`src/rtl/mmrs_pkg.sv`:
```
// Shared types and constants for the row-slice matrix multiply-accumulate block.
// Used by the controller, the datapath and the top level; depends on nothing.
package mmrs_pkg;

  localparam int DEF_MAX_ORDER = 16;
  localparam int CFG_W = 5;     // width of every configuration register
  localparam int CELL_AW = 12;  // address width for the largest supported order

  localparam logic [CFG_W-1:0] ORDER_RST = 5'd16;
  localparam logic [CFG_W-1:0] LANES_RST = 5'd1;
  localparam logic [CFG_W-1:0] LANE_RST  = 5'd1;

  // configuration register indexes
  localparam logic [1:0] REG_ORDER = 2'd0;
  localparam logic [1:0] REG_LANES = 2'd1;
  localparam logic [1:0] REG_LANE  = 2'd2;

  localparam logic KIND_READ = 1'b0;
  localparam logic KIND_DONE = 1'b1;

  typedef enum logic [1:0] {
    FN_LOAD    = 2'd0,
    FN_COMPUTE = 2'd1,
    FN_READ    = 2'd2,
    FN_CLEAR   = 2'd3
  } func_t;

  typedef enum logic [3:0] {
    ST_CLR,
    ST_IDLE,
    ST_RD,
    ST_DIV,
    ST_SLICE,
    ST_MAC,
    ST_DRAIN,
    ST_DONE
  } state_t;

  // controller to datapath
  typedef struct packed {
    logic               ab_we;
    logic [CELL_AW-1:0] ab_waddr;
    logic [CELL_AW-1:0] a_raddr;
    logic [CELL_AW-1:0] b_raddr;
    logic [CELL_AW-1:0] c_raddr;
    logic               c_clr;
    logic [CELL_AW-1:0] c_clr_addr;
    logic               mac_vld;
    logic               mac_first;
    logic               mac_last;
    logic               out_load_rd;
    logic               rd_zero;
    logic               out_load_done;
  } cmd_t;

  // datapath to controller
  typedef struct packed {
    logic out_free;
    logic pipe_busy;
  } sts_t;

endpackage

```
`src/rtl/mmrs_ctrl.sv`:
```
// Controller: configuration registers, state machine, slice setup and loop counters.
// Depends on mmrs_pkg; drives the datapath through cmd_t, watches sts_t.
module mmrs_ctrl #(
  parameter int MAX_ORDER = mmrs_pkg::DEF_MAX_ORDER
) (
  input  logic                        clk,
  input  logic                        rst_n,
  input  logic                        cfg_we,
  input  logic [1:0]                  cfg_addr,
  input  logic [mmrs_pkg::CFG_W-1:0]  cfg_wdata,
  input  logic                        in_tvalid,
  output logic                        in_tready,
  input  logic [1:0]                  in_func,
  input  logic [3:0]                  in_row,
  input  logic [3:0]                  in_col,
  input  mmrs_pkg::sts_t              sts,
  output mmrs_pkg::cmd_t              cmd
);
  import mmrs_pkg::*;

  localparam int CELLS = MAX_ORDER * MAX_ORDER;
  localparam int AW = $clog2(CELLS);

  state_t state_r, state_nxt;
  logic [CFG_W-1:0] order_r, lanes_r, lane_r;
  logic [CFG_W-1:0] m_eff, lc_eff;
  logic [CFG_W-1:0] rem_r, rem_nxt, per_r, per_nxt;
  logic [CFG_W-1:0] i_r, i_nxt, j_r, j_nxt, k_r, k_nxt, end_r, end_nxt;
  logic [AW-1:0]    clr_r, clr_nxt, rd_addr_r, rd_addr_nxt;
  logic             rd_in_r, rd_in_nxt;
  logic             accept, in_range, empty, k_last, j_last, i_last;
  logic [9:0]       start10, end10;
  func_t            func;

  function automatic logic [AW-1:0] cell_idx(input logic [CFG_W-1:0] r,
                                             input logic [CFG_W-1:0] c);
    cell_idx = AW'(r) * AW'(MAX_ORDER) + AW'(c);
  endfunction

  // effective order and lane count
  assign m_eff  = (32'(order_r) > MAX_ORDER) ? CFG_W'(MAX_ORDER) : order_r;
  assign lc_eff = (lanes_r == '0) ? CFG_W'(1) : lanes_r;
  assign empty  = (m_eff == '0) || (lane_r == '0) || (lane_r > lc_eff);

  assign func     = func_t'(in_func);
  assign accept   = in_tvalid && in_tready;
  assign in_range = ({1'b0, in_row} < m_eff) && ({1'b0, in_col} < m_eff);

  // slice bounds from quotient and remainder
  always_comb begin
    start10 = 10'(lane_r - CFG_W'(1)) * 10'(per_r);
    end10   = start10 + 10'(per_r) + ((lane_r == lc_eff) ? 10'(rem_r) : 10'd0);
    if (end10 > 10'(m_eff)) begin
      end10 = 10'(m_eff);
    end
  end

  assign k_last = (k_r == m_eff - CFG_W'(1));
  assign j_last = (j_r == m_eff - CFG_W'(1));
  assign i_last = (i_r == end_r - CFG_W'(1));

  // next state
  always_comb begin
    state_nxt = state_r;
    case (state_r)
      ST_CLR:   if (clr_r == AW'(CELLS - 1)) state_nxt = ST_IDLE;
      ST_IDLE: begin
        if (accept) begin
          case (func)
            FN_COMPUTE: state_nxt = ST_DIV;
            FN_READ:    state_nxt = ST_RD;
            FN_CLEAR:   state_nxt = ST_CLR;
            default:    state_nxt = ST_IDLE;
          endcase
        end
      end
      ST_RD:    if (sts.out_free) state_nxt = ST_IDLE;
      ST_DIV: begin
        if (empty) begin
          state_nxt = ST_DRAIN;
        end else if (rem_r < lc_eff) begin
          state_nxt = ST_SLICE;
        end
      end
      ST_SLICE: state_nxt = (start10 >= end10) ? ST_DRAIN : ST_MAC;
      ST_MAC:   if (k_last && j_last && i_last) state_nxt = ST_DRAIN;
      ST_DRAIN: if (!sts.pipe_busy) state_nxt = ST_DONE;
      ST_DONE:  if (sts.out_free) state_nxt = ST_IDLE;
      default:  state_nxt = ST_IDLE;
    endcase
  end

  // counters and captured request fields
  always_comb begin
    rem_nxt     = rem_r;
    per_nxt     = per_r;
    i_nxt       = i_r;
    j_nxt       = j_r;
    k_nxt       = k_r;
    end_nxt     = end_r;
    clr_nxt     = clr_r;
    rd_addr_nxt = rd_addr_r;
    rd_in_nxt   = rd_in_r;
    case (state_r)
      ST_CLR: clr_nxt = clr_r + AW'(1);
      ST_IDLE: begin
        clr_nxt     = '0;
        rem_nxt     = m_eff;
        per_nxt     = '0;
        rd_addr_nxt = cell_idx({1'b0, in_row}, {1'b0, in_col});
        rd_in_nxt   = in_range;
      end
      ST_DIV: begin
        if (rem_r >= lc_eff) begin
          rem_nxt = rem_r - lc_eff;
          per_nxt = per_r + CFG_W'(1);
        end
      end
      ST_SLICE: begin
        i_nxt   = start10[CFG_W-1:0];
        end_nxt = end10[CFG_W-1:0];
        j_nxt   = '0;
        k_nxt   = '0;
      end
      ST_MAC: begin
        k_nxt = k_last ? '0 : k_r + CFG_W'(1);
        if (k_last) begin
          j_nxt = j_last ? '0 : j_r + CFG_W'(1);
          if (j_last) begin
            i_nxt = i_r + CFG_W'(1);
          end
        end
      end
      default: ;
    endcase
  end

  // outputs
  always_comb begin
    in_tready         = (state_r == ST_IDLE);
    cmd               = '0;
    cmd.ab_we         = (state_r == ST_IDLE) && accept && (func == FN_LOAD) && in_range;
    cmd.ab_waddr      = CELL_AW'(cell_idx({1'b0, in_row}, {1'b0, in_col}));
    cmd.a_raddr       = CELL_AW'(cell_idx(i_r, k_r));
    cmd.b_raddr       = CELL_AW'(cell_idx(k_r, j_r));
    cmd.c_raddr       = CELL_AW'(rd_addr_r);
    cmd.c_clr_addr    = CELL_AW'(clr_r);
    cmd.rd_zero       = !rd_in_r;
    case (state_r)
      ST_CLR:  cmd.c_clr = 1'b1;
      ST_IDLE: cmd.c_raddr = CELL_AW'(cell_idx({1'b0, in_row}, {1'b0, in_col}));
      ST_RD:   cmd.out_load_rd = sts.out_free;
      ST_MAC: begin
        cmd.c_raddr   = CELL_AW'(cell_idx(i_r, j_r));
        cmd.mac_vld   = 1'b1;
        cmd.mac_first = (k_r == '0);
        cmd.mac_last  = k_last;
      end
      ST_DONE: cmd.out_load_done = sts.out_free;
      default: ;
    endcase
  end

  // state, configuration and counter registers
  always_ff @(posedge clk) begin
    if (!rst_n) begin
      state_r <= ST_CLR;
      clr_r   <= '0;
      order_r <= ORDER_RST;
      lanes_r <= LANES_RST;
      lane_r  <= LANE_RST;
    end else begin
      state_r <= state_nxt;
      clr_r   <= clr_nxt;
      if (cfg_we) begin
        case (cfg_addr)
          REG_ORDER: order_r <= cfg_wdata;
          REG_LANES: lanes_r <= cfg_wdata;
          REG_LANE:  lane_r  <= cfg_wdata;
          default: ;
        endcase
      end
    end
  end

  always_ff @(posedge clk) begin
    rem_r     <= rem_nxt;
    per_r     <= per_nxt;
    i_r       <= i_nxt;
    j_r       <= j_nxt;
    k_r       <= k_nxt;
    end_r     <= end_nxt;
    rd_addr_r <= rd_addr_nxt;
    rd_in_r   <= rd_in_nxt;
  end

endmodule

```
`config.mk`:
```
export PLATFORM = sky130hd
export DESIGN_NAME = mmrs_ctrl
export DESIGN_NICKNAME = d
export VERILOG_FILES = /design/src/rtl/mmrs_pkg.sv /design/src/rtl/mmrs_ctrl.sv
export SDC_FILE = /design/constraint.sdc
export NUM_CORES = 1
export LEC_CHECK = 0
export BUFFER_PORTS_ARGS = -buffer_cell sky130_fd_sc_hd__buf_2
export CAP_MARGIN = 20
export CORE_ASPECT_RATIO = 1.75
export CORE_MARGIN = 2
export CORE_UTILIZATION = 26
export CTS_BUF_LIST = sky130_fd_sc_hd__clkbuf_8
export DETAILED_ROUTE_END_ITERATION = 7
export PLACE_DENSITY = 0.45
export SETUP_SLACK_MARGIN = 0.1
export SLEW_MARGIN = 10
export SYNTH_ARGS = -nofsm -noshare
export SYNTH_HDL_FRONTEND = slang
export SYNTH_SLANG_ARGS = --single-unit
export TNS_END_PERCENT = 5
```
`constraint.sdc`:
```
create_clock -name clk -period 16.35 [get_ports clk]
set_input_delay 0 -clock clk [delete_from_list [all_inputs] [get_ports clk]]
set_output_delay 0 -clock clk [all_outputs]
set_load 0.01 [all_outputs]
```
# Yosys cells after proc, flatten, opt, wreduce, memory -nomap -nowiden
# Cells that the tools add are included.
# totals
elab_cells	123
ram_bits	0
ff_bits	66
latch_bits	0
mem_count	0
rom_bits	0
# op_classes
n_bitwise	0
n_eq_ne	26
mux	32
shift	0
n_reduce_logical	28
n_lt_le_gt_ge	8
n_addsub	15
div	0
multipliers	1
# ops
operator	n
two-way mux 5 bit	10
case mux 5 bit (2 select lines)	5
case mux 8 bit (2 select lines)	2
two-way mux 4 bit	7
case mux 4 bit (7 select lines)	1
adder 8 x 5 -> 8 bit	3
adder 10 x 5 -> 10 bit	2
adder 5 x 1 -> 5 bit (second input constant)	4
equality test 5 bit	4
logical NOT 5 bit	4
equality test 4 x 3 -> 1 bit (second input constant)	4
!= test 2 bit (second input constant)	6
>= comparator 10 bit	1
> comparator 10 x 5 -> 1 bit	1
less-than comparator 4 x 5 -> 1 bit	2
multiplier 6 x 6 -> 10 bit	1
two-way mux 10 bit	1
AND reduction 2 bit	5
subtractor 5 x 1 -> 5 bit (second input constant)	2
adder 8 x 1 -> 8 bit (second input constant)	1
adder 8 x 4 -> 8 bit	1
equality test 4 x 2 -> 1 bit (second input constant)	2
equality test 8 bit (second input constant)	1
logical AND 1 bit	7
other kinds (23)	33

# Depth between registers and ports, before layout
# Gate-level depths: netlist of run 1.
# logic_depth
ltp_word	10
depth_mapped	30
depth_no_buf	29

# Worst setup path before layout of run 1
# No wires, ideal clock.
# synth_timing
path_type	register to register
start	register lane_r[0]
end	register state_r[0]
required_ns	16.235
path_stages_with_launch	30
arrival_ns	6.486
period_less_slack_ns	6.601
slack_ns	9.749
path_cell_list	dfxtp_1 > inv_1 > ha_1 > nor3b_1 > xnor2_1 > nor2b_1 > fa_1 > ha_1 > fa_1 > fa_1 > inv_1 > fa_1 > inv_1 > ha_1 > o21a_1 > o31a_1 > nor3_1 > a21oi_1 > a311oi_1 > o211a_1 > buf_4 > mux2_1 > ha_1 > o21ai_0 > a21o_1 > a21oi_1 > a311oi_1 > o21ai_0 > o21ai_0 > o21a_1
# synth_via
elab_chain_len	9
word_cells_on_any_way	18
# synth_lines
item	line	source
from (decl)	mmrs_ctrl.sv:25	logic [CFG_W-1:0] order_r, lanes_r, lane_r;
from (signal assigned)	mmrs_ctrl.sv:179	REG_LANE: lane_r <= cfg_wdata;
subtractor 5 x 1 -> 6 bit	mmrs_ctrl.sv:51	start10 = 10'(lane_r - CFG_W'(1)) * 10'(per_r);
multiplier 6 x 6 -> 10 bit	mmrs_ctrl.sv:51	
adder 10 x 5 -> 10 bit (2 in series)	mmrs_ctrl.sv:52	end10 = start10 + 10'(per_r) + ((lane_r == lc_eff) ? 10'(rem_r) : 10'd0);
> comparator 10 x 5 -> 1 bit	mmrs_ctrl.sv:53	if (end10 > 10'(m_eff)) begin
two-way mux 10 bit	mmrs_ctrl.sv:53	
>= comparator 10 bit	mmrs_ctrl.sv:85	ST_SLICE: state_nxt = (start10 >= end10) ? ST_DRAIN : ST_MAC;
two-way mux 2 bit	mmrs_ctrl.sv:85	
case mux 4 bit (7 select lines)	mmrs_ctrl.sv:65	case (state_r)
to (signal assigned)	mmrs_ctrl.sv:173	state_r <= state_nxt;
to (decl)	mmrs_ctrl.sv:24	state_t state_r, state_nxt;
# Several ways; a longest one is shown, not always the timed one.
# A chain may end at the register's enable or synchronous reset.

# Worst setup path after layout of run 1
# layout_timing
start	register lane_r[0]
end	register state_r[1]
# The elaborated chain is that of the path after synthesis.

==> results of run 1 <==
-- how the worst max path moves through the flow --
stage / from / endpoint / slack [ns] / cells past startpoint
5_1_grt: lane_r[0]$_SDFFE_PN1P_ / state_r[0]$_SDFFE_PN0P_ / 8.37 / 28
3_5_place_dp: lane_r[0]$_SDFFE_PN1P_ / state_r[1]$_SDFFE_PN0P_ / 8.91 / 27
2_1_floorplan: lane_r[0]$_SDFFE_PN1P_ / state_r[0]$_SDFFE_PN0P_ / 9.75 / 29
6_report: lane_r[0]$_SDFFE_PN1P_ / state_r[1]$_SDFFE_PN0P_ / 8.90 / 27
4_1_cts: lane_r[0]$_SDFFE_PN1P_ / state_r[1]$_SDFFE_PN0P_ / 8.86 / 27
3_3_place_gp: lane_r[0]$_SDFFE_PN1P_ / state_r[1]$_SDFFE_PN0P_ / 9.14 / 27
-- per-stage QoR --
stage	setup WS, ns	std cells	hold WS, ns	util, %
floorplan	9.75	742	0.0918	-
global placement	9.14	1065	0.224	28.0
detailed placement	8.91	1065	0.228	28.0
CTS	8.86	1095	0.0202	29.4
global route	8.37	1095	0.0987	29.4
finish	8.90	1095	0.0451	29.4
-- power groups by stage --
stage | registers, W | logic (W) | clock network, W
final | 0.000179 | 0.000124 | 0.000143
after global routing | 0.000180 | 0.000142 | 0.000153
after CTS | 0.000179 | 0.000125 | 0.000149
after detailed placement | 0.000183 | 0.000122 | 0
after global placement | 0.000183 | 0.000121 | 0
after floorplan | 0.000182 | 0.0000978 | 0
-- cells in the final DEF, fill, tap and decap left out, types with 3 or more instances in the layout --
cell type,netlist,routed
nand2b_1,12,12
a21o_1,4,4
nor2_1,53,53
conb_1,2,22
buf_2,3,71
nand3b_1,4,4
ha_1,68,68
nor3_1,20,20
dlygate4sd3_1,0,14
a311oi_1,3,3
edfxtp_1,39,39
a211oi_1,6,6
and2_1,19,19
inv_1,69,69
fa_1,22,22
a31oi_1,4,4
mux2i_1,26,26
nand2_1,50,50
dfxtp_1,26,26
mux2_1,4,4
o21ai_0,33,33
inv_4,0,3
xnor2_1,32,32
o31ai_1,7,7
a21oi_1,24,24
o211ai_1,10,10
o21a_1,8,8
and3_1,7,7
clkbuf_8,0,9
nand3_1,22,22
nor3b_1,4,4
xor2_1,16,16
nor2b_1,26,26
-- registers in the layout, summed over array words and instances (netlist names) --
signal	count
end_r	5
rem_r	5
order_r	5
lane_r	5
clr_r	8
per_r	5
state_r	3
rd_addr_r	8
k_r	5
lanes_r	5
i_r	5
j_r	5
rd_in_r	1
-- per-layer routing --
layer | share of wire (%) | wire, um | vias to the layer above
met2 | 57 | 10100 | 106
met4 | 4.8 | 852 | 0
met1 | 36 | 6320 | 2423
met5 | 0 | 0 | -
li1 | - | - | 2529
met3 | 2.6 | 452 | 34
-- cell type report --
cell class | count | area share [%]
Timing Repair Buffer | 87 | 7.11
Inverter | 71 | 3.71
Tap cell | 312 | 5.44
Sequential cell | 65 | 23.6
Clock buffer | 9 | 1.73
Clock inverter | 7 | 0.941
Multi-Input combinational cell | 544 | 57.5
-- cells by family after synthesis --
logic type               count (synthesis)  synth area share (%)
AND/OR/NAND/NOR                        232                  18.7
buffers and inverters                  133                  10.3
AO/OA/AOI/OAI                          121                  12.7
adder cells (fa/ha/maj)                 90                  20.2
flip-flops                              65                  26.4
XOR/XNOR                                49                  6.92
multiplexers                            30                  4.77
other                                    2                 0.117
-- worst register-to-register path: stages (launching register included) --
cell	delay (ns)
dfxtp_1	0.45
inv_1	0.14
ha_1	0.24
nor3b_1	0.17
xnor2_1	0.36
nor2b_1	0.12
fa_1	0.45
ha_1	0.33
fa_1	0.54
fa_1	0.59
inv_1	0.08
fa_1	0.50
inv_1	0.04
ha_1	0.35
o21a_1	0.19
o31a_1	0.13
nor3_1	0.21
a21oi_1	0.10
a311oi_1	0.26
o211a_1	0.45
mux2_1	0.37
ha_1	0.29
o21ai_0	0.08
a21o_1	0.11
a21oi_1	0.06
a311oi_1	0.37
a221oi_1	0.17
a32o_1	0.22
-- timing repair --
item | CTS | global route
hold buffers | 14 | 0
endpoints found under the hold margin | 23 | 0
endpoints found under the setup margin | 0 | 0
==> flow_summary_export.csv, run 1 <==
group,metric,value,unit
outcome,status,"completed",
floorplan,start_util,26.2,%
final_layout,fin_area,7180,um2
final_layout,ff_latch_area,1690,um2
worst_setup_path,required,16.63,ns
logic_synthesis,syn_inst,722,
power,power_frac_comb,27.8,%
worst_setup_path,worst-path-buf-inv,3,
logic_synthesis,netlist_top_cells_count,"inv_1 (69), ha_1 (68), nor2_1 (53)",
timing,finalCritPeriodShare,45.6,%
worst_setup_path,r2r_end,"state_r[1]$_SDFFE_PN0P_",
clock_network,clk_pin_slew_worst_paths,0.09,ns
power,switching_share,32.9,%
final_layout,layout-drive-gt1-share,12.5,%
clock_network,clockBufferDepth,2,
power,power,0.000446,W
logic_synthesis,synth_most_common_cell,"inv_1",
worst_setup_path,cp_slowest_cell,"fa_1",
floorplan,design.core.area,24400,um2
floorplan,design.die.area,25900,um2
routing,drtIter0Drc,215,
global_routing,gr-usage-met3,1.78,%
worst_setup_path,critPathMaxStageDelay,0.59,ns
worst_setup_path,crit_type,"flip-flop to flip-flop",
floorplan,ios,92,
clock_network,cts_resized,0,
logic_synthesis,yosysSeqAreaShare,26.4,%
timing,setup_tns,0,ns
routing,wl_per_cell,16.2,um
routing,post_drt_via_cell_ratio,4.65,
routing,wl,17.7,mm
global_routing,antenna_found_initial,0,
clock_network,cts_root_buf,"clkbuf_8",
placed_design,io_buffers,71,
timing,min_period,7.45,ns
global_routing,grtUsageMet2,28.2,%
worst_setup_path,worstPathMaxFanout,9,
flow_run,max_cap_viol_count,0,
hold_path,hold_class,"input port to flip-flop",
logic_synthesis,synth.ff_latch_count,65,
routing,vias,5092,
routing,first_pass_iters,5,
global_routing,grt_pass1_vias,5143,
timing,worstMarginPinSlew,0.975,ns
worst_setup_path,path_delay_family,"adder cells",
clock_network,tritoncts,"yes",
logic_synthesis,avgSynthCellArea,8.87,um2
floorplan,die-height,212,um
logic_synthesis,yosysTopAreaCell,"edfxtp_1",
hold_path,hold_depth,3,
logic_synthesis,synth_flop_cell,"edfxtp_1",
clock_network,cts_buffers,9,
global_routing,grt_usage,14.4,%
floorplan,fp.dieW,123,um
timing,fin_worst_skew,0.0154,ns
final_layout,multi_input_area,4130,um2
global_routing,grt_util_met1,13.8,%
routing,drc,0,
clock_network,clkLatencyLatePin,0.39,ns
hold_path,hold-path-endpoint,"order_r[4]$_SDFFE_PN1P_",
power,p_seq_share,40.1,%
routing,ant_nets,0,
power,p_per_area,62.2,nW/um2
worst_setup_path,worstRegToRegCells,27,
floorplan,rows,76,
final_layout,areaGrowthSynthToFinish,12.1,%
global_routing,busiest_layer,"met2",
power,p_sw,0.000147,W
clock_network,post_cts.repair.setup_buffers,0,
global_routing,grt_pass1_wl,28.0,mm
worst_setup_path,r2r_start,"lane_r[0]$_SDFFE_PN1P_",
power,ir_drop,0.0359,mV
power,leakage,3.18,nW
timing,drv_slew,0,
logic_synthesis,async_flop_share,0,%
placed_design,dp_hpwl,14.3,mm
timing,setup_viol,0,
timing,hold_viol_final,0,
logic_synthesis,yosysWarningCount,0,
logic_synthesis,synth-edff-count,39,
hold_path,hold_start,"cfg_addr[0]",
final_layout,antenna_cells,0,
global_routing,grt_overflow,0,
timing,maxSlewHeadroom,34.5,%
worst_setup_path,cp-start-kind,"flip-flop",
clock_network,ctsHtreeMaxLevel,3,
worst_setup_path,crit_arrival,7.73,ns
worst_setup_path,crit_path_end_kind,"flip-flop",
placed_design,postPlaceCellArea,6850,um2
clock_network,clkSinkCount,65,
power,p_int,0.000300,W
final_layout,fin_nets,891,
power,power_frac_clock,32.0,%
final_layout,fillers,2634,
logic_synthesis,synth_top_area_share,18.3,%
timing,max_freq,134,MHz
worst_setup_path,r2r_slack,8.90,ns
placed_design,gp_congestion,0.817,
logic_synthesis,synth_area,6400,um2
logic_synthesis,synth.area.top_cells,"edfxtp_1 (18%), ha_1 (13%), dfxtp_1 (8.1%)",
global_routing,grt_max_degree,28,
logic_synthesis,netlist-cell-type-count,64,
timing,rsz0062_at_grt,"no",
No activity file was read; power rests on OpenSTA's default activity.
==> run 2: changes to the inputs <==
--- a/config.mk
+++ b/config.mk
@@ -12,7 +12,7 @@
 export CORE_UTILIZATION = 26
 export CTS_BUF_LIST = sky130_fd_sc_hd__clkbuf_8
 export DETAILED_ROUTE_END_ITERATION = 7
-export PLACE_DENSITY = 0.45
+export PLACE_DENSITY = 0.46
 export SETUP_SLACK_MARGIN = 0.1
 export SLEW_MARGIN = 10
 export SYNTH_ARGS = -nofsm -noshare
==> constraint.sdc (replaced) <==
create_clock -name clk -period 6.8 [get_ports clk]
set_input_delay 0 -clock clk [delete_from_list [all_inputs] [get_ports clk]]
set_output_delay 0 -clock clk [all_outputs]
set_load 0.01 [all_outputs]
==> run 2 against run 1 <==
Effect of this change:
- combinational power rose to 3.1 times the previous value
- first-iteration DRC count unchanged
- sequential share of layout area down 1.5 points
- count of clock-buffer cells in the layout unchanged
- setup slack worse by 8.6 ns
- power rose to 2.7 times the previous value
- clock skew about the same
- register-to-register slack worse by 8.6 ns
- sequential power up 140%
- largest cell class unchanged
- hold slack better by 0.036 ns
- final cell count up 3.1%
==> flow_summary_export.csv, run 2 (synthesis gave the netlist of run 1 again) <==
group,metric,value,unit
routing,vias,5233,
routing,wl_per_cell,15.8,um
placed_design,postPlaceCellArea,7030,um2
timing,rsz0062_at_grt,"yes",
timing,max_freq,155,MHz
floorplan,ios,92,
final_layout,final_common_cell,"buf_2",
placed_design,dp_hpwl,14.4,mm
power,ir_drop,0.0968,mV
routing,wl,17.8,mm
timing,hold_viol_final,0,
clock_network,clk_pin_slew_worst_paths,0.08,ns
worst_setup_path,cp_common_cell,"fa_1",
placed_design,io_buffers,71,
global_routing,grt_pass1_vias,5211,
global_routing,antenna_found_initial,0,
timing,min_period,6.45,ns
hold_path,hold_class,"input port to flip-flop",
worst_setup_path,cp-start-kind,"flip-flop",
worst_setup_path,critPathMaxStageDelay,0.61,ns
hold_path,hold-path-endpoint,"state_r[1]$_SDFFE_PN0P_",
routing,post_drt_via_cell_ratio,4.64,
global_routing,grt_overflow,0,
worst_setup_path,r2r_slack,0.35,ns
clock_network,tritoncts,"yes",
hold_path,hold_start,"in_tvalid",
floorplan,fp.dieW,123,um
final_layout,fin_nets,925,
timing,setup_viol,0,
clock_network,clkLatencyLatePin,0.39,ns
clock_network,ctsHtreeMaxLevel,3,
flow_run,max_cap_viol_count,0,
final_layout,final_cell_mix,"buf_2 (71), inv_1 (65), ha_1 (61), nor2_1 (51), nand2_1 (49)",
power,p_per_area,156,nW/um2
worst_setup_path,r2r_start,"lane_r[0]$_SDFFE_PN1P_",
final_layout,reg.largest.list,"clr_r x8, rd_addr_r x8",
global_routing,grt_pass1_wl,28.2,mm
routing,drc,0,
power,leakage,3.38,nW
worst_setup_path,required,7.09,ns
hold_path,hold_depth,4,
worst_setup_path,worstRegToRegCells,28,
clock_network,cts_buffers,9,
placed_design,post-place-ws,-0.120,ns
worst_setup_path,worstPathMaxFanout,5,
routing,first_pass_iters,4,
global_routing,grt_usage,14.5,%
timing,finalCritPeriodShare,94.9,%
clock_network,clkSinkCount,65,
timing,fin_ws,0.348,ns
floorplan,design.die.area,25900,um2
final_layout,layout-drive-gt1-share,20.4,%
worst_setup_path,cp_slowest_cell,"fa_1",
worst_setup_path,crit_arrival,6.74,ns
floorplan,die-height,212,um
clock_network,cts_root_buf,"clkbuf_8",
global_routing,grt_max_degree,28,
timing,whs,0.0807,ns
routing,drtIter0Drc,215,
power,power,0.00120,W
worst_setup_path,crit_type,"flip-flop to flip-flop",
final_layout,final_util,31.4,%
final_layout,areaGrowthSynthToFinish,19.9,%
worst_setup_path,crit_path_end_kind,"flip-flop",
timing,maxSlewHeadroom,37.4,%
final_layout,fin_area,7670,um2
worst_setup_path,r2r_end,"state_r[1]$_SDFFE_PN0P_",
routing,ant_nets,0,
floorplan,design.core.area,24400,um2
timing,worstMarginPinSlew,0.937,ns
timing,fin_worst_skew,0.0154,ns
placed_design,gp_congestion,0.805,
clock_network,clockBufferDepth,2,
outcome,status,"completed",
final_layout,antenna_cells,0,
timing,drv_slew,0,
floorplan,rows,76,
floorplan,start_util,26.2,%
==> run 2: repair_timing <==
item | 4_1_cts | 5_1_grt
endpoints found under the setup margin | 2 | 2
resized for setup | 7 | 40
setup buffers | 3 | 5
hold endpoints to repair | 23 | 0
hold buffers | 16 | 0
gates cloned | 0 | 0
pin swaps | 3 | 30
==> run 2: area by class of cell <==
| cell class | instances | area [um2] |
|---|---|---|
| fillers | 2571 | 16800 |
| multi-input cells | 544 | 4330 |
| clock buffers | 9 | 124 |
| inverters | 71 | 267 |
| clock inverters | 7 | 91.3 |
| repair buffers | 121 | 778 |
| flip-flops and latches | 65 | 1690 |
| well taps | 312 | 390 |
==> run 2: through the flow <==
stage	cells	TNS (ns)
after floorplan	742	0
after global placement	1089	-0.00660
after detailed placement	1089	-0.183
after CTS	1124	0
after global routing	1129	-0.00518
final	1129	0
==> run 2: worst max-delay path: cells and delay by family (launching register included) <==
kind                       cells  cell delay [ns]
AOI/OAI and AO/OA             10             1.81
and+or+nand+nor                4             0.58
xor gates and xnor gates       1             0.15
DFF                            1             0.33
buffers and inverters          4             0.30
adders and majority gates      8             2.98
muxes                          1             0.22
==> run 2: worst max path at each step <==
stage	start	endpoint	cells past startpoint
floorplan	lane_r[0]$_SDFFE_PN1P_	state_r[0]$_SDFFE_PN0P_	29
global placement	lane_r[0]$_SDFFE_PN1P_	state_r[1]$_SDFFE_PN0P_	27
detailed placement	lane_r[0]$_SDFFE_PN1P_	state_r[1]$_SDFFE_PN0P_	26
CTS	lane_r[0]$_SDFFE_PN1P_	state_r[0]$_SDFFE_PN0P_	26
global route	lane_r[0]$_SDFFE_PN1P_	state_r[1]$_SDFFE_PN0P_	29
finish	lane_r[0]$_SDFFE_PN1P_	state_r[1]$_SDFFE_PN0P_	28
==> run 2: power by group <==
part	internal [W]	leakage [nW]	switching (W)
combinational	0.000191	2.67	0.000197
clock	0.000207	0.114	0.000174
sequential	0.000422	0.590	0.00000867
total	0.000820	3.38	0.000380
==> run 2: layer usage <==
layer,vias up,GRT usage (%),wire [um]
met4,0,7.41,758
met3,36,2.07,479
li1,2597,-,-
met5,-,0,0
met1,2503,13.6,6290
met2,97,29.0,10300
